==> src/sv/multichannel_moving_average_top_defines.svh <==
// Assertion macros shared by the moving-average filter RTL.
`ifndef MULTICHANNEL_MOVING_AVERAGE_TOP_DEFINES_SVH
`define MULTICHANNEL_MOVING_AVERAGE_TOP_DEFINES_SVH

// Same-cycle implication, sampled on clk and ignored while rst_n is low.
`define MMA_ASSERT_NOW(lbl, ante, cons) \
  lbl: assert property (@(posedge clk) disable iff (!rst_n) (ante) |-> (cons)) \
    else $error("moving average check failed");

// Next-cycle implication, sampled on clk and ignored while rst_n is low.
`define MMA_ASSERT_NEXT(lbl, ante, cons) \
  lbl: assert property (@(posedge clk) disable iff (!rst_n) (ante) |=> (cons)) \
    else $error("moving average check failed");

`endif

==> src/sv/mma_pkg.sv <==
// Shared constants, result type and sample packing for the moving-average filter.
package mma_pkg;

  localparam int SAMPLE_W = 12;
  localparam int CHAN_W   = 2;
  localparam int BYTE_W   = 8;
  localparam int NIBBLE_W = 4;

  localparam logic [BYTE_W-1:0] NIBBLE_MASK = 8'h0f;

  typedef struct packed {
    logic [CHAN_W-1:0]   chan;
    logic [SAMPLE_W-1:0] avg;
  } result_t;

  // The high byte gives sample bits 11..4, the upper nibble of the low byte bits 3..0.
  function automatic logic [SAMPLE_W-1:0] build_sample(input logic [BYTE_W-1:0] hi,
                                                       input logic [BYTE_W-1:0] lo);
    logic [BYTE_W-1:0] nib;
    nib = (lo >> NIBBLE_W) & NIBBLE_MASK;
    return {hi, nib[NIBBLE_W-1:0]};
  endfunction

endpackage

==> src/sv/multichannel_moving_average_top.sv <==
// Top level of the multichannel boxcar moving-average filter.
//
// Input channel: in_valid/in_stall with in_channel, in_high_byte, in_low_byte. A transfer
// happens at a rising edge with in_valid high and in_stall low. The 12-bit sample is the
// high byte followed by the upper nibble of the low byte.
// Result channel: out_valid/out_stall with out_result_channel and out_average, which is
// the floor of the mean of the channel's last WINDOW_LENGTH samples.
// Exactly one result transfer follows each input transfer, in order. An item whose channel
// is not present leaves all state alone and returns an average of zero.
// Throughput is one item per cycle while the output buffer is not full, also for
// back-to-back items of the same channel, since the running sum is read and written in
// the same pipeline stage. An accepted item passes the sample memory read and the stage-1
// registers, then the running-sum update into the stage-2 registers, and the reciprocal
// multiply that divides by the window length feeds the output buffer, which drives out_valid.
// Reset (rst_n low, synchronous) clears the write pointers, the per-channel fill flags and
// the running sums. The sample memory is not swept: an entry of a channel whose ring has
// not wrapped yet reads as zero, so no clearing pass is needed and items are taken at once.
// When the receiver stalls, a two-entry output buffer keeps taking results; in_stall rises
// only once both entries hold results, and the whole pipeline then holds.
module multichannel_moving_average_top #(
  parameter int WINDOW_LENGTH = 8,
  parameter int CHANNEL_COUNT = 4
) (
  input  logic                               clk,
  input  logic                               rst_n,
  input  logic                               in_valid,
  output logic                               in_stall,
  input  logic [mma_pkg::CHAN_W-1:0]         in_channel,
  input  logic [mma_pkg::BYTE_W-1:0]         in_high_byte,
  input  logic [mma_pkg::BYTE_W-1:0]         in_low_byte,
  output logic                               out_valid,
  input  logic                               out_stall,
  output logic [mma_pkg::CHAN_W-1:0]         out_result_channel,
  output logic [mma_pkg::SAMPLE_W-1:0]       out_average
);

`include "multichannel_moving_average_top_defines.svh"

  localparam int PTR_W   = (WINDOW_LENGTH > 1) ? $clog2(WINDOW_LENGTH) : 1;
  localparam int CIDX_W  = (CHANNEL_COUNT > 1) ? $clog2(CHANNEL_COUNT) : 1;
  localparam int ADDR_W  = CIDX_W + PTR_W;
  localparam int SUM_W   = mma_pkg::SAMPLE_W + $clog2(WINDOW_LENGTH);
  // Division by the window length is a multiply by a rounded-up reciprocal. With the
  // shift one window-width beyond the sum width, the quotient is exact for every sum.
  localparam int SHIFT   = SUM_W + $clog2(WINDOW_LENGTH);
  localparam int RECIP_W = SUM_W + 1;
  localparam int PROD_W  = SUM_W + RECIP_W;
  localparam longint RECIP = ((longint'(1) << SHIFT) + WINDOW_LENGTH - 1) / WINDOW_LENGTH;
  localparam logic [RECIP_W-1:0] RECIP_V  = RECIP_W'(RECIP);
  localparam logic [PTR_W-1:0]   PTR_LAST = PTR_W'(WINDOW_LENGTH - 1);
  localparam logic [SUM_W-1:0]   MAX_SUM  =
    SUM_W'(((1 << mma_pkg::SAMPLE_W) - 1) * WINDOW_LENGTH);

  // Pipeline control: everything advances together unless the output buffer is full.
  logic adv, buf_full, accept;

  assign adv      = !buf_full;
  assign in_stall = buf_full;
  assign accept   = in_valid && adv;

  // Stage 0: pointer lookup and sample memory access.
  logic [CIDX_W-1:0]           in_idx;
  logic                        in_live;
  logic [PTR_W-1:0]            cur_ptr, ptr_nxt;
  logic                        cur_filled;
  logic [mma_pkg::SAMPLE_W-1:0] in_sample;
  logic [PTR_W-1:0]            ptr_r    [CHANNEL_COUNT];
  logic                        filled_r [CHANNEL_COUNT];
  logic                        ram_en;
  logic [mma_pkg::SAMPLE_W-1:0] ram_rdata;

  assign in_idx     = CIDX_W'(in_channel);
  assign in_live    = int'(in_channel) < CHANNEL_COUNT;
  assign cur_ptr    = ptr_r[in_idx];
  assign cur_filled = filled_r[in_idx];
  assign ptr_nxt    = (cur_ptr == PTR_LAST) ? '0 : cur_ptr + 1'b1;
  assign in_sample  = mma_pkg::build_sample(in_high_byte, in_low_byte);
  assign ram_en     = accept && in_live;

  always_ff @(posedge clk) begin
    if (!rst_n) begin
      for (int i = 0; i < CHANNEL_COUNT; i++) begin
        ptr_r[i]    <= '0;
        filled_r[i] <= 1'b0;
      end
    end else if (ram_en) begin
      ptr_r[in_idx] <= ptr_nxt;
      if (cur_ptr == PTR_LAST) begin
        filled_r[in_idx] <= 1'b1;
      end
    end
  end

  mma_ring_ram #(
    .ADDR_W (ADDR_W)
  ) u_ring_ram (
    .clk   (clk),
    .en    (ram_en),
    .addr  ({in_idx, cur_ptr}),
    .wdata (in_sample),
    .rdata (ram_rdata)
  );

  // Stage 1: running-sum update with the overwritten sample.
  logic                         s1_valid_r, s1_live_r, s1_filled_r;
  logic [mma_pkg::CHAN_W-1:0]   s1_chan_r;
  logic [mma_pkg::SAMPLE_W-1:0] s1_sample_r;
  logic [mma_pkg::SAMPLE_W-1:0] s1_old;
  logic [CIDX_W-1:0]            s1_idx;
  logic [SUM_W-1:0]             sum_r [CHANNEL_COUNT];
  logic [SUM_W-1:0]             sum_nxt;

  always_ff @(posedge clk) begin
    if (!rst_n) begin
      s1_valid_r <= 1'b0;
    end else if (adv) begin
      s1_valid_r <= in_valid;
    end
  end

  always_ff @(posedge clk) begin
    if (adv) begin
      s1_live_r   <= in_live;
      s1_filled_r <= cur_filled;
      s1_chan_r   <= in_channel;
      s1_sample_r <= in_sample;
    end
  end

  // An entry of a ring that has not wrapped since reset was never written and counts as zero.
  assign s1_old  = s1_filled_r ? ram_rdata : '0;
  assign s1_idx  = CIDX_W'(s1_chan_r);
  assign sum_nxt = sum_r[s1_idx] - SUM_W'(s1_old) + SUM_W'(s1_sample_r);

  always_ff @(posedge clk) begin
    if (!rst_n) begin
      for (int i = 0; i < CHANNEL_COUNT; i++) begin
        sum_r[i] <= '0;
      end
    end else if (adv && s1_valid_r && s1_live_r) begin
      sum_r[s1_idx] <= sum_nxt;
    end
  end

  // Stage 2: divide the sum by the window length through the reciprocal multiply.
  logic                         s2_valid_r, s2_live_r;
  logic [mma_pkg::CHAN_W-1:0]   s2_chan_r;
  logic [SUM_W-1:0]             s2_sum_r;
  logic [PROD_W-1:0]            s2_prod;
  mma_pkg::result_t             s2_result;

  always_ff @(posedge clk) begin
    if (!rst_n) begin
      s2_valid_r <= 1'b0;
    end else if (adv) begin
      s2_valid_r <= s1_valid_r;
    end
  end

  always_ff @(posedge clk) begin
    if (adv) begin
      s2_live_r <= s1_live_r;
      s2_chan_r <= s1_chan_r;
      s2_sum_r  <= sum_nxt;
    end
  end

  assign s2_prod        = PROD_W'(s2_sum_r) * PROD_W'(RECIP_V);
  assign s2_result.chan = s2_chan_r;
  assign s2_result.avg  = s2_live_r ? mma_pkg::SAMPLE_W'(s2_prod >> SHIFT) : '0;

  // Output buffer.
  mma_pkg::result_t out_data;

  mma_out_buf u_out_buf (
    .clk       (clk),
    .rst_n     (rst_n),
    .push      (adv && s2_valid_r),
    .push_data (s2_result),
    .out_stall (out_stall),
    .out_valid (out_valid),
    .out_data  (out_data),
    .full      (buf_full)
  );

  assign out_result_channel = out_data.chan;
  assign out_average        = out_data.avg;

  // A live item always finds its channel's pointer inside the window.
  `MMA_ASSERT_NOW(a_ptr_in_window, ram_en, cur_ptr <= PTR_LAST)
  // The running sum never exceeds a full window of maximum samples.
  `MMA_ASSERT_NOW(a_sum_bounded, s1_valid_r && s1_live_r, sum_nxt <= MAX_SUM)
  // An item leaving stage 1 arrives in stage 2 on the next cycle.
  `MMA_ASSERT_NEXT(a_stage_moves, adv && s1_valid_r, s2_valid_r)

endmodule

==> src/sv/mma_ring_ram.sv <==
// Sample ring memory: one port, read-first, registered read data.
module mma_ring_ram #(
  parameter int ADDR_W = 5
) (
  input  logic                          clk,
  input  logic                          en,
  input  logic [ADDR_W-1:0]             addr,
  input  logic [mma_pkg::SAMPLE_W-1:0]  wdata,
  output logic [mma_pkg::SAMPLE_W-1:0]  rdata
);

  logic [mma_pkg::SAMPLE_W-1:0] mem [1 << ADDR_W];
  logic [mma_pkg::SAMPLE_W-1:0] rdata_r;

  // The old entry is read out in the same cycle the new sample replaces it.
  always_ff @(posedge clk) begin
    if (en) begin
      rdata_r    <= mem[addr];
      mem[addr]  <= wdata;
    end
  end

  assign rdata = rdata_r;

endmodule

==> src/sv/mma_out_buf.sv <==
// Two-entry output buffer that decouples the result channel from the pipeline.
module mma_out_buf (
  input  logic             clk,
  input  logic             rst_n,
  input  logic             push,
  input  mma_pkg::result_t push_data,
  input  logic             out_stall,
  output logic             out_valid,
  output mma_pkg::result_t out_data,
  output logic             full
);

  logic             head_valid_r, tail_valid_r;
  mma_pkg::result_t head_r, tail_r;
  logic             pop;

  assign pop = head_valid_r && !out_stall;

  always_ff @(posedge clk) begin
    if (!rst_n) begin
      head_valid_r <= 1'b0;
      tail_valid_r <= 1'b0;
    end else if (pop) begin
      if (tail_valid_r) begin
        head_valid_r <= 1'b1;
        tail_valid_r <= push;
      end else begin
        head_valid_r <= push;
      end
    end else if (!head_valid_r) begin
      head_valid_r <= push;
    end else if (push) begin
      tail_valid_r <= 1'b1;
    end
  end

  always_ff @(posedge clk) begin
    if (pop) begin
      if (tail_valid_r) begin
        head_r <= tail_r;
        if (push) begin
          tail_r <= push_data;
        end
      end else if (push) begin
        head_r <= push_data;
      end
    end else if (!head_valid_r) begin
      if (push) begin
        head_r <= push_data;
      end
    end else if (push) begin
      tail_r <= push_data;
    end
  end

  assign out_valid = head_valid_r;
  assign out_data  = head_r;
  assign full      = head_valid_r && tail_valid_r;

endmodule

==> config.mk <==
export PLATFORM = sky130hd
export DESIGN_NAME = multichannel_moving_average_top
export DESIGN_NICKNAME = d
export VERILOG_FILES = /design/src/sv/mma_pkg.sv /design/src/sv/multichannel_moving_average_top.sv /design/src/sv/mma_ring_ram.sv /design/src/sv/mma_out_buf.sv
export VERILOG_INCLUDE_DIRS = /design/src /design/src/sv
export SDC_FILE = /design/constraint.sdc
export NUM_CORES = 1
export LEC_CHECK = 0
export BUFFER_PORTS_ARGS = -buffer_cell sky130_fd_sc_hd__buf_2
export CAP_MARGIN = 0
export CORE_ASPECT_RATIO = 0.9
export CORE_MARGIN = 5
export CORE_UTILIZATION = 25
export CTS_CLUSTER_SIZE = 14
export DETAILED_ROUTE_END_ITERATION = 6
export PLACE_DENSITY = 0.4
export SLEW_MARGIN = 20
export SYNTH_ARGS = -nofsm -noshare
export SYNTH_HDL_FRONTEND = slang
export SYNTH_SLANG_ARGS = --single-unit
==> constraint.sdc <==
create_clock -name clk -period 4.1 [get_ports clk]
set_input_delay 0.82 -clock clk [delete_from_list [all_inputs] [get_ports clk]]
set_output_delay 0.82 -clock clk [all_outputs]
set_load 0.02 [all_outputs]
# Word-level counts from Yosys, hierarchy flattened
# Memory sizes are Yosys's and may differ from the RTL's. A register that Yosys moved wholly into a read port is not among the register bits.
# Cells that the tools add are included.
# op_classes
addsub,3
eq_ne,3
n_reduce_logical,15
mux,39
# ops
op,n
14-bit 2-to-1 mux,8
1-bit 2-to-1 mux,23
15-bit by 12-bit adder with 15-bit output,1
15-bit 2-to-1 mux,1
15-bit OR reduction,1
15-bit by 12-bit subtractor with 15-bit output,1
12-bit 2-to-1 mux,1
2-bit 2-to-1 mux,4
3-bit 2-to-1 mux,2
1-bit logical AND,5
2-bit AND reduction,2
2-bit nonzero test,2
3-bit by 1-bit adder with 3-bit output (second input constant),1
3-bit equality test (second input constant),1
1-bit zero test,3
3-bit OR reduction,1
2-bit by 1-bit != test with 1-bit output (second input constant),1
2-bit != test (second input constant),1
1-bit OR reduction,1
# word_totals
ff_bits,63
n_memories,4
mem_bits_rw,460
wordCells,76
# mem_list
name,words,word_bits,read_ports,rd_clocked_by_memory_dff,wr,line,text
u_ring_ram.mem,32,12,1,1,1,mma_ring_ram.sv:12,logic [mma_pkg::SAMPLE_W-1:0] mem [1 << ADDR_W];
sum_r,4,15,1,1,4,multichannel_moving_average_top.sv:110,logic [SUM_W-1:0] sum_r [CHANNEL_COUNT];
ptr_r,4,3,1,0,4,multichannel_moving_average_top.sv:67,logic [PTR_W-1:0] ptr_r [CHANNEL_COUNT];
filled_r,4,1,1,1,4,multichannel_moving_average_top.sv:68,logic filled_r [CHANNEL_COUNT];

# Depth between registers and ports, before layout
# Gate-level depths: netlist (run 1).
# logic_depth
ltp_word,8
mapped_depth,14

# By module
# From an unflattened synthesis (run 1), not the netlist that was laid out.
# hier_totals
hier_cells,1340
area_unflattened_um2,22216.3
# by_module_without_submodules
module,cells_each,seq_area_each_um2,area_per_inst_um2,n_inst
mma_ring_ram,828,11891.4,15253.4,1
multichannel_moving_average_top,441,3203.1,5574.1,1
mma_out_buf,71,880.8,1388.8,1

# Least setup slack after synthesis (run 1)
# No wires, ideal clock.
# synth_timing
kind,register -> register
start,reg (tool-made name)
end,"mem sum_r[0][10] in the netlist's numbering, data pin"
path_stages_with_launch,14
setup_time_ns,0.267
period_less_slack_ns,4.211
n_path_buf,2
setup_slack_ns,-0.111
arrival_time_ns,3.944
cell_sequence,dfxtp_1 > clkbuf_1 > buf_1 > mux4_2 > inv_1 > fa_1 > inv_1 > ha_1 > nor2b_1 > o31a_1 > o32ai_1 > o21ai_0 > xnor2_1 > nor2_1
# synth_lines
item,line
"end, declared",multichannel_moving_average_top.sv:110

==> results of run 1 <==
## worst max-delay path by stage
stage	startpoint	end	slack, ps	depth (start not counted)
finish	flip-flop	sum_r[2][13]	330	12
global route	flip-flop	sum_r[0][13]	5	12
CTS	flip-flop	sum_r[2][14]	50	14
detailed placement	flip-flop	sum_r[2][14]	70	14
global placement	flip-flop	sum_r[2][11]	70	13
floorplan	flip-flop	sum_r[0][10]	140	13
## cells in the final DEF, fill, tap and decap left out, types with 6 or more instances in the layout
cell and n:
o22ai_1 89, inv_1 76, nor3_1 8, clkbuf_1 15, dfxtp_1 8, o21ai_0 15
nand2_1 85, fa_1 12, nand2b_1 7, a21oi_1 27, nor4_1 24, edfxtp_1 526
mux2i_1 152, or3_1 7, mux4_2 26, clkinv_1 12, buf_2 33, nand3_1 15
nor2_1 135, clkinv_2 12, or2_2 6, buf_4 94, ha_1 20, clkbuf_16 60
and2_1 13, o21a_1 6, buf_12 7, xor2_1 6
## stage by stage
step           std cells  hold WS [ps]  total power [mW]
6_report            2713           451              13.0
5_1_grt             2711           462              13.6
4_1_cts             2711           441              13.2
3_5_place_dp        2601           440              7.97
3_3_place_gp        2601           438              7.96
2_1_floorplan       1381           423              7.35
## per-layer routing
metal | up-vias | track usage | wire length, um
li1 | 5566 | - | -
met1 | 6213 | 0.180 | 27800
met2 | 227 | 0.194 | 27300
met3 | 62 | 0.0250 | 3070
met4 | 0 | 0.0244 | 836
met5 | - | 0 | 0
## power by group through the flow
stage | Clock (mW) | Combinational, mW | Sequential [mW]
2_1_floorplan | 0 | 0.823 | 6.53
3_3_place_gp | 0 | 1.46 | 6.50
3_5_place_dp | 0 | 1.47 | 6.51
4_1_cts | 5.33 | 1.48 | 6.39
5_1_grt | 5.55 | 1.59 | 6.41
6_report | 5.15 | 1.45 | 6.39
## kinds of logic after synthesis
| kind of cell | count (synthesis) | share of synthesized area |
|---|---|---|
| compound gates | 162 | 0.0464 |
| xor+xnor | 9 | 0.00362 |
| fa+ha+maj | 32 | 0.0225 |
| buf+inv | 135 | 0.0251 |
| flops | 535 | 0.734 |
| mux | 183 | 0.101 |
| simple gates | 325 | 0.0680 |
## worst reg2reg max path, delay by kind of cell, from the launching register on
family / cells / cell delay [ps]
multiplexers: 1 / 530
flip-flops: 1 / 470
AO/OA/AOI/OAI: 4 / 1110
adder cells (fa/ha/maj): 2 / 670
AND/OR/NAND/NOR: 2 / 470
buffers and inverters: 3 / 350
## sequential cells by signal (all words and copies together) (netlist names), 4 cells and up, named ones only
| name | flops |
|---|---|
| u_ring_ram.mem | 384 |
| sum_r | 60 |
| u_out_buf.out_data | 14 |
| u_out_buf.tail_r | 14 |
| ptr_r | 12 |
| s1_sample_r | 12 |
| s2_sum_r | 12 |
| u_ring_ram.rdata | 12 |
| filled_r | 4 |
## area by class of cell
class	instances	area, sq um
fill	8703	60400
sequential	535	16000
multi-input combinational	711	5260
clock buffer	75	1560
tap	1144	1430
timing repair buffer	134	1010
clock inverter	35	327
inverter	77	297
antenna	2	5.00
## repair_timing
| action | in CTS | in global routing |
|---|---|---|
| resized for setup | 0 | 3 |
| setup buffers | 0 | 0 |
| setup endpoints to repair | 0 | 21 |
==> impl_metrics.json, run 1 <==
{
  "yosysMostFrequentCell": "edfxtp_1",
  "pwr-share-clk": 0.397,
  "cts_sinks": 535,
  "worstPathCellList": "mux4_2, inv_1, fa_1, inv_1, ha_1, a21o_1, a2111oi_1, buf_4, o211ai_1, nor4bb_1, o21ai_0, nor3b_1",
  "start_kind": "flip-flop",
  "dpl.hpwl_mm": 38.0,
  "cts_tree": "yes",
  "synth-seq-area-share": 0.734,
  "die_x_um": 321,
  "drv_slew": 0,
  "wl_per_cell_um": 21.8,
  "gp_congestion": 0.762,
  "grt_usage": 0.124,
  "ctsHtreeMaxLevel": 2,
  "max_stage_delay_ps": 530,
  "vias_per_cell": 4.45,
  "ios": 38,
  "dieArea_sq_um": 93100,
  "combPwrFrac": 0.111,
  "start_util": 0.252,
  "synth_fp_nets": 1435,
  "r2r_slack_ps": 330,
  "grt_max_degree": 34,
  "cpMostUsedCell": "inv_1",
  "dpl_cell_area_sq_um": 24000,
  "overflow": 0,
  "cp_max_fo": 7,
  "swShare": 0.249,
  "path_buf_inv": 3,
  "path_clk_slew_ps": 70,
  "port_buffers": 33,
  "cts-root-buf": "clkbuf_16",
  "initialDrtViolationCount": 879,
  "synth-main-ff-cell": "edfxtp_1",
  "synth_cells": 1381,
  "ys_ff_latch": 535,
  "max_freq_mhz": 266,
  "cts_buffers": 60,
  "vdd_drop_max_v": 0.000365,
  "timing.rr.end": "sum_r[2][13]",
  "critPathKind": "reg -> reg",
  "worstHoldEndpoint": "u_out_buf.tail_r[9]",
  "area_delta_synth_final_pct": 18.8,
  "ctsHoldBuffers": 0,
  "final_area_sq_um": 25900,
  "cp_slowest_cell": "mux4_2",
  "worstHoldStart": "s2_sum_r[12]",
  "die_h_um": 290,
  "grt_pass1_vias": 12300,
  "synth_edf_count": 526,
  "min_period_ps": 3770,
  "insertion_delay_ps": 630,
  "power_density_nw_per_um2": 502,
  "p_int_mw": 9.76,
  "drt_first_pass_iters": 4,
  "antenna_found_initial": 0,
  "dp_slack_ps": 73.8,
  "avgSynthCellArea_sq_um": 15.8,
  "hp-class": "reg -> reg",
  "hold_depth": 0,
  "synthTopCellsByCount": "edfxtp_1, mux2i_1, nor2_1",
  "setup_tns_ps": 0,
  "clockBufferDepth": 3,
  "switching_power_mw": 3.23,
  "status": "finished clean",
  "grt_pass1_wl_mm": 85.8,
  "num_rows": 102,
  "setup_viol_count_final": 0,
  "slew_headroom": 0.440,
  "synth_area_sq_um": 21800,
  "rsz0062_at_grt": "no",
  "crit_path_end_kind": "flip-flop",
  "synth_cell_type_count": 56,
  "critPathRequiredTime_ps": 4560,
  "synth.largest_area_cell": "edfxtp_1",
  "p_leak_nw": 8.97,
  "synth_area_leaders": "edfxtp_1, mux2i_1, mux4_2, o22ai_1, nor2_1",
  "wl_mm": 59.1,
  "seqPwrFrac": 0.492,
  "synthArstFlopShare": 0,
  "fin_crit_sh": 0.918,
  "drtAntennaViolNets": 0,
  "r2r_cells": 12,
  "crit_arrival_ps": 4220,
  "drc_errors": 0,
  "fin_nets": 1573,
  "clock_skew_ps": 41.8,
  "fin_util": 0.300,
  "fin_ws_ps": 335,
  "yosysWarningCount": 0,
  "vias": 12100,
  "max_cap_violations": 0,
  "drive_gt1_frac": 0.163,
  "core_sq_um": 86300,
  "worst_slew_pin_slew_ps": 841,
  "cp_top_family": "compound AO/OA/AOI/OAI gates",
  "yosysTopAreaCellShare": 0.725,
  "final_hold_viol_count": 0
}
Power figures use the tool's default switching activity.
==> run 2: changes to the inputs <==
--- a/config.mk
+++ b/config.mk
@@ -6,6 +6,7 @@
 export SDC_FILE = /design/constraint.sdc
 export NUM_CORES = 1
 export LEC_CHECK = 0
+export ABC_AREA = 1
 export BUFFER_PORTS_ARGS = -buffer_cell sky130_fd_sc_hd__buf_2
 export CAP_MARGIN = 0
 export CORE_ASPECT_RATIO = 0.9
==> impl_metrics.json, run 2 <==
{
  "setup.worst_path.end": "sum_r[3][11]",
  "finalNonFillerCells": 3577,
  "fin_crit_sh": 0.858,
  "clock_skew_ps": 38.1,
  "p_leak_nw": 10.9,
  "fin_ws_ps": 584,
  "layout.cells.most_common_list": "nand2_1, edfxtp_1, inv_1, nor2_1, nand3_1",
  "synthTopCellsByCount": "nand2_1, edfxtp_1, inv_1",
  "path_buf_inv": 3,
  "ctsHoldBuffers": 0,
  "cts_resized": 0,
  "whs_ps": 461,
  "regMostFlops": "u_ring_ram.mem",
  "fill_cells": 9878,
  "wl_per_cell_um": 18.3,
  "dieArea_sq_um": 101000,
  "layout_commonest_cell": "nand2_1",
  "grt_pass1_wl_mm": 97.7,
  "die_h_um": 303,
  "dp_cells": 3462,
  "synth_cells": 2202,
  "worst_slew_pin_slew_ps": 975,
  "cp_num_cells": 15,
  "fin_util": 0.292,
  "area_delta_synth_final_pct": 15.9,
  "crit_path_end_kind": "flip-flop",
  "ctsHtreeMaxLevel": 2,
  "wl_mm": 65.5,
  "drtAntennaViolNets": 0,
  "r2r_slack_ps": 580,
  "synthArstFlopShare": 0,
  "timing.rr.end": "sum_r[3][11]",
  "worstHoldStart": "s2_sum_r[14]",
  "cp_top_family": "adder cells",
  "synth.largest_area_cell": "edfxtp_1",
  "min_period_ps": 3520,
  "synth_cell_type_count": 38,
  "ios": 38,
  "ys_ff_latch": 535,
  "cts_sinks": 535,
  "cp_max_fo": 19,
  "slew_headroom": 0.350,
  "vdd_drop_max_v": 0.000333,
  "overflow": 0,
  "drive_gt1_frac": 0.0908,
  "critPathRequiredTime_ps": 4470,
  "yosysWarningCount": 0,
  "synth-seq-area-share": 0.671,
  "die_x_um": 335,
  "rsz0062_at_grt": "no",
  "r2r_cells": 15,
  "cts_buffers": 61,
  "final_hold_viol_count": 0,
  "num_rows": 107,
  "clockBufferDepth": 3,
  "reg_top3": "u_ring_ram.mem (384), sum_r (60)",
  "grt_usage": 0.128,
  "gp_congestion": 0.788,
  "dpl.hpwl_mm": 38.7,
  "dp_slack_ps": 446,
  "status": "finished clean",
  "grt_max_degree": 106,
  "core_sq_um": 94500,
  "cts-root-buf": "clkbuf_16",
  "hp-class": "reg -> reg",
  "post-cts-setup-buffers": 0,
  "antenna_found_initial": 2,
  "worstPathCellList": "inv_2, buf_4, a21oi_1, a32o_1, fa_1, inv_1, ha_1, a21oi_1, nor2_1, nor2_1, nand2_1, nand2_1, nand2_1, xor2_1, nor2_1",
  "path_clk_slew_ps": 60,
  "max_stage_delay_ps": 510,
  "start_kind": "flip-flop",
  "synth_area_sq_um": 23800,
  "grt_pass1_vias": 15000,
  "synth_edf_count": 526,
  "cts_tree": "yes",
  "yosysTopAreaCellShare": 0.664,
  "drt_first_pass_iters": 5,
  "vias_per_cell": 4.25,
  "critPathKind": "reg -> reg",
  "synth-main-ff-cell": "edfxtp_1",
  "crit_arrival_ps": 3880,
  "fin_nets": 2326,
  "vias": 15200,
  "cp_slowest_cell": "fa_1",
  "setup_viol_count_final": 0,
  "power_density_nw_per_um2": 481,
  "max_cap_violations": 0,
  "largest_register_ffs": 384,
  "synth_fp_nets": 2256,
  "avgSynthCellArea_sq_um": 10.8,
  "drv_slew": 0,
  "yosysMostFrequentCell": "nand2_1",
  "max_freq_mhz": 284,
  "port_buffers": 33,
  "drc_errors": 0,
  "insertion_delay_ps": 640,
  "initialDrtViolationCount": 1032,
  "start_util": 0.252,
  "setup_tns_ps": 0,
  "synth_area_leaders": "edfxtp_1, nand2_1, inv_1, nor2_1, nand3b_1"
}
run 2: worst min-delay path by stage:
stage,cells past startpoint,end,slack [ps]
floorplan,0,u_out_buf.tail_r[0],430
finish,0,u_out_buf.tail_r[11],460
CTS,0,u_out_buf.tail_r[10],460
detailed placement,0,u_out_buf.tail_r[12],450
global route,0,u_out_buf.tail_r[10],470
global placement,0,u_out_buf.tail_r[10],450
run 2: logic make-up after synthesis:
| group | share of synthesized area |
|---|---|
| XOR/XNOR | 0.00479 |
| flip-flops | 0.671 |
| adder cells (fa/ha/maj) | 0.0206 |
| buffers and inverters | 0.0689 |
| AND/OR/NAND/NOR | 0.197 |
| AO/OA/AOI/OAI | 0.0370 |
run 2: where the power goes:
group / switching, mW / total, mW / internal, mW
registers: 0.0861 / 6.38 / 6.29
logic: 1.10 / 1.53 / 0.432
clock network: 2.25 / 5.37 / 3.12
total: 3.43 / 13.3 / 9.85
run 2: final cells by class:
cell class | instances | area [sq um] | share of cell area
Antenna cell | 1 | 2.50 | 0.0000907
Clock buffer | 74 | 1600 | 0.0579
Clock inverter | 40 | 347 | 0.0126
Inverter | 291 | 1090 | 0.0396
Multi-Input combinational cell | 1277 | 6200 | 0.225
Sequential cell | 535 | 16000 | 0.579
Tap cell | 1253 | 1570 | 0.0568
Timing Repair Buffer | 106 | 801 | 0.0290
run 2: worst reg2reg max path, cell delays in order (launching register included):
cell	delay, ps
dfxtp_1	330
inv_2	300
buf_4	280
a21oi_1	60
a32o_1	260
fa_1	510
inv_1	40
ha_1	350
a21oi_1	240
nor2_1	60
nor2_1	90
nand2_1	100
nand2_1	80
nand2_1	60
xor2_1	400
nor2_1	90
run 2: routing by layer:
layer,vias up,global-route usage,share of wire
met5,-,0,0
met3,87,0.0226,0.048
met1,7406,0.180,0.47
met2,270,0.205,0.45
met4,0,0.0357,0.025
li1,7447,-,-
run 2: stage by stage:
stage / power, mW / cell area, sq um
after floorplan: 7.43 / 23800
after global placement: 8.04 / 25600
after detailed placement: 8.05 / 25600
after CTS: 13.5 / 27600
after global routing: 13.9 / 27600
final: 13.3 / 27600
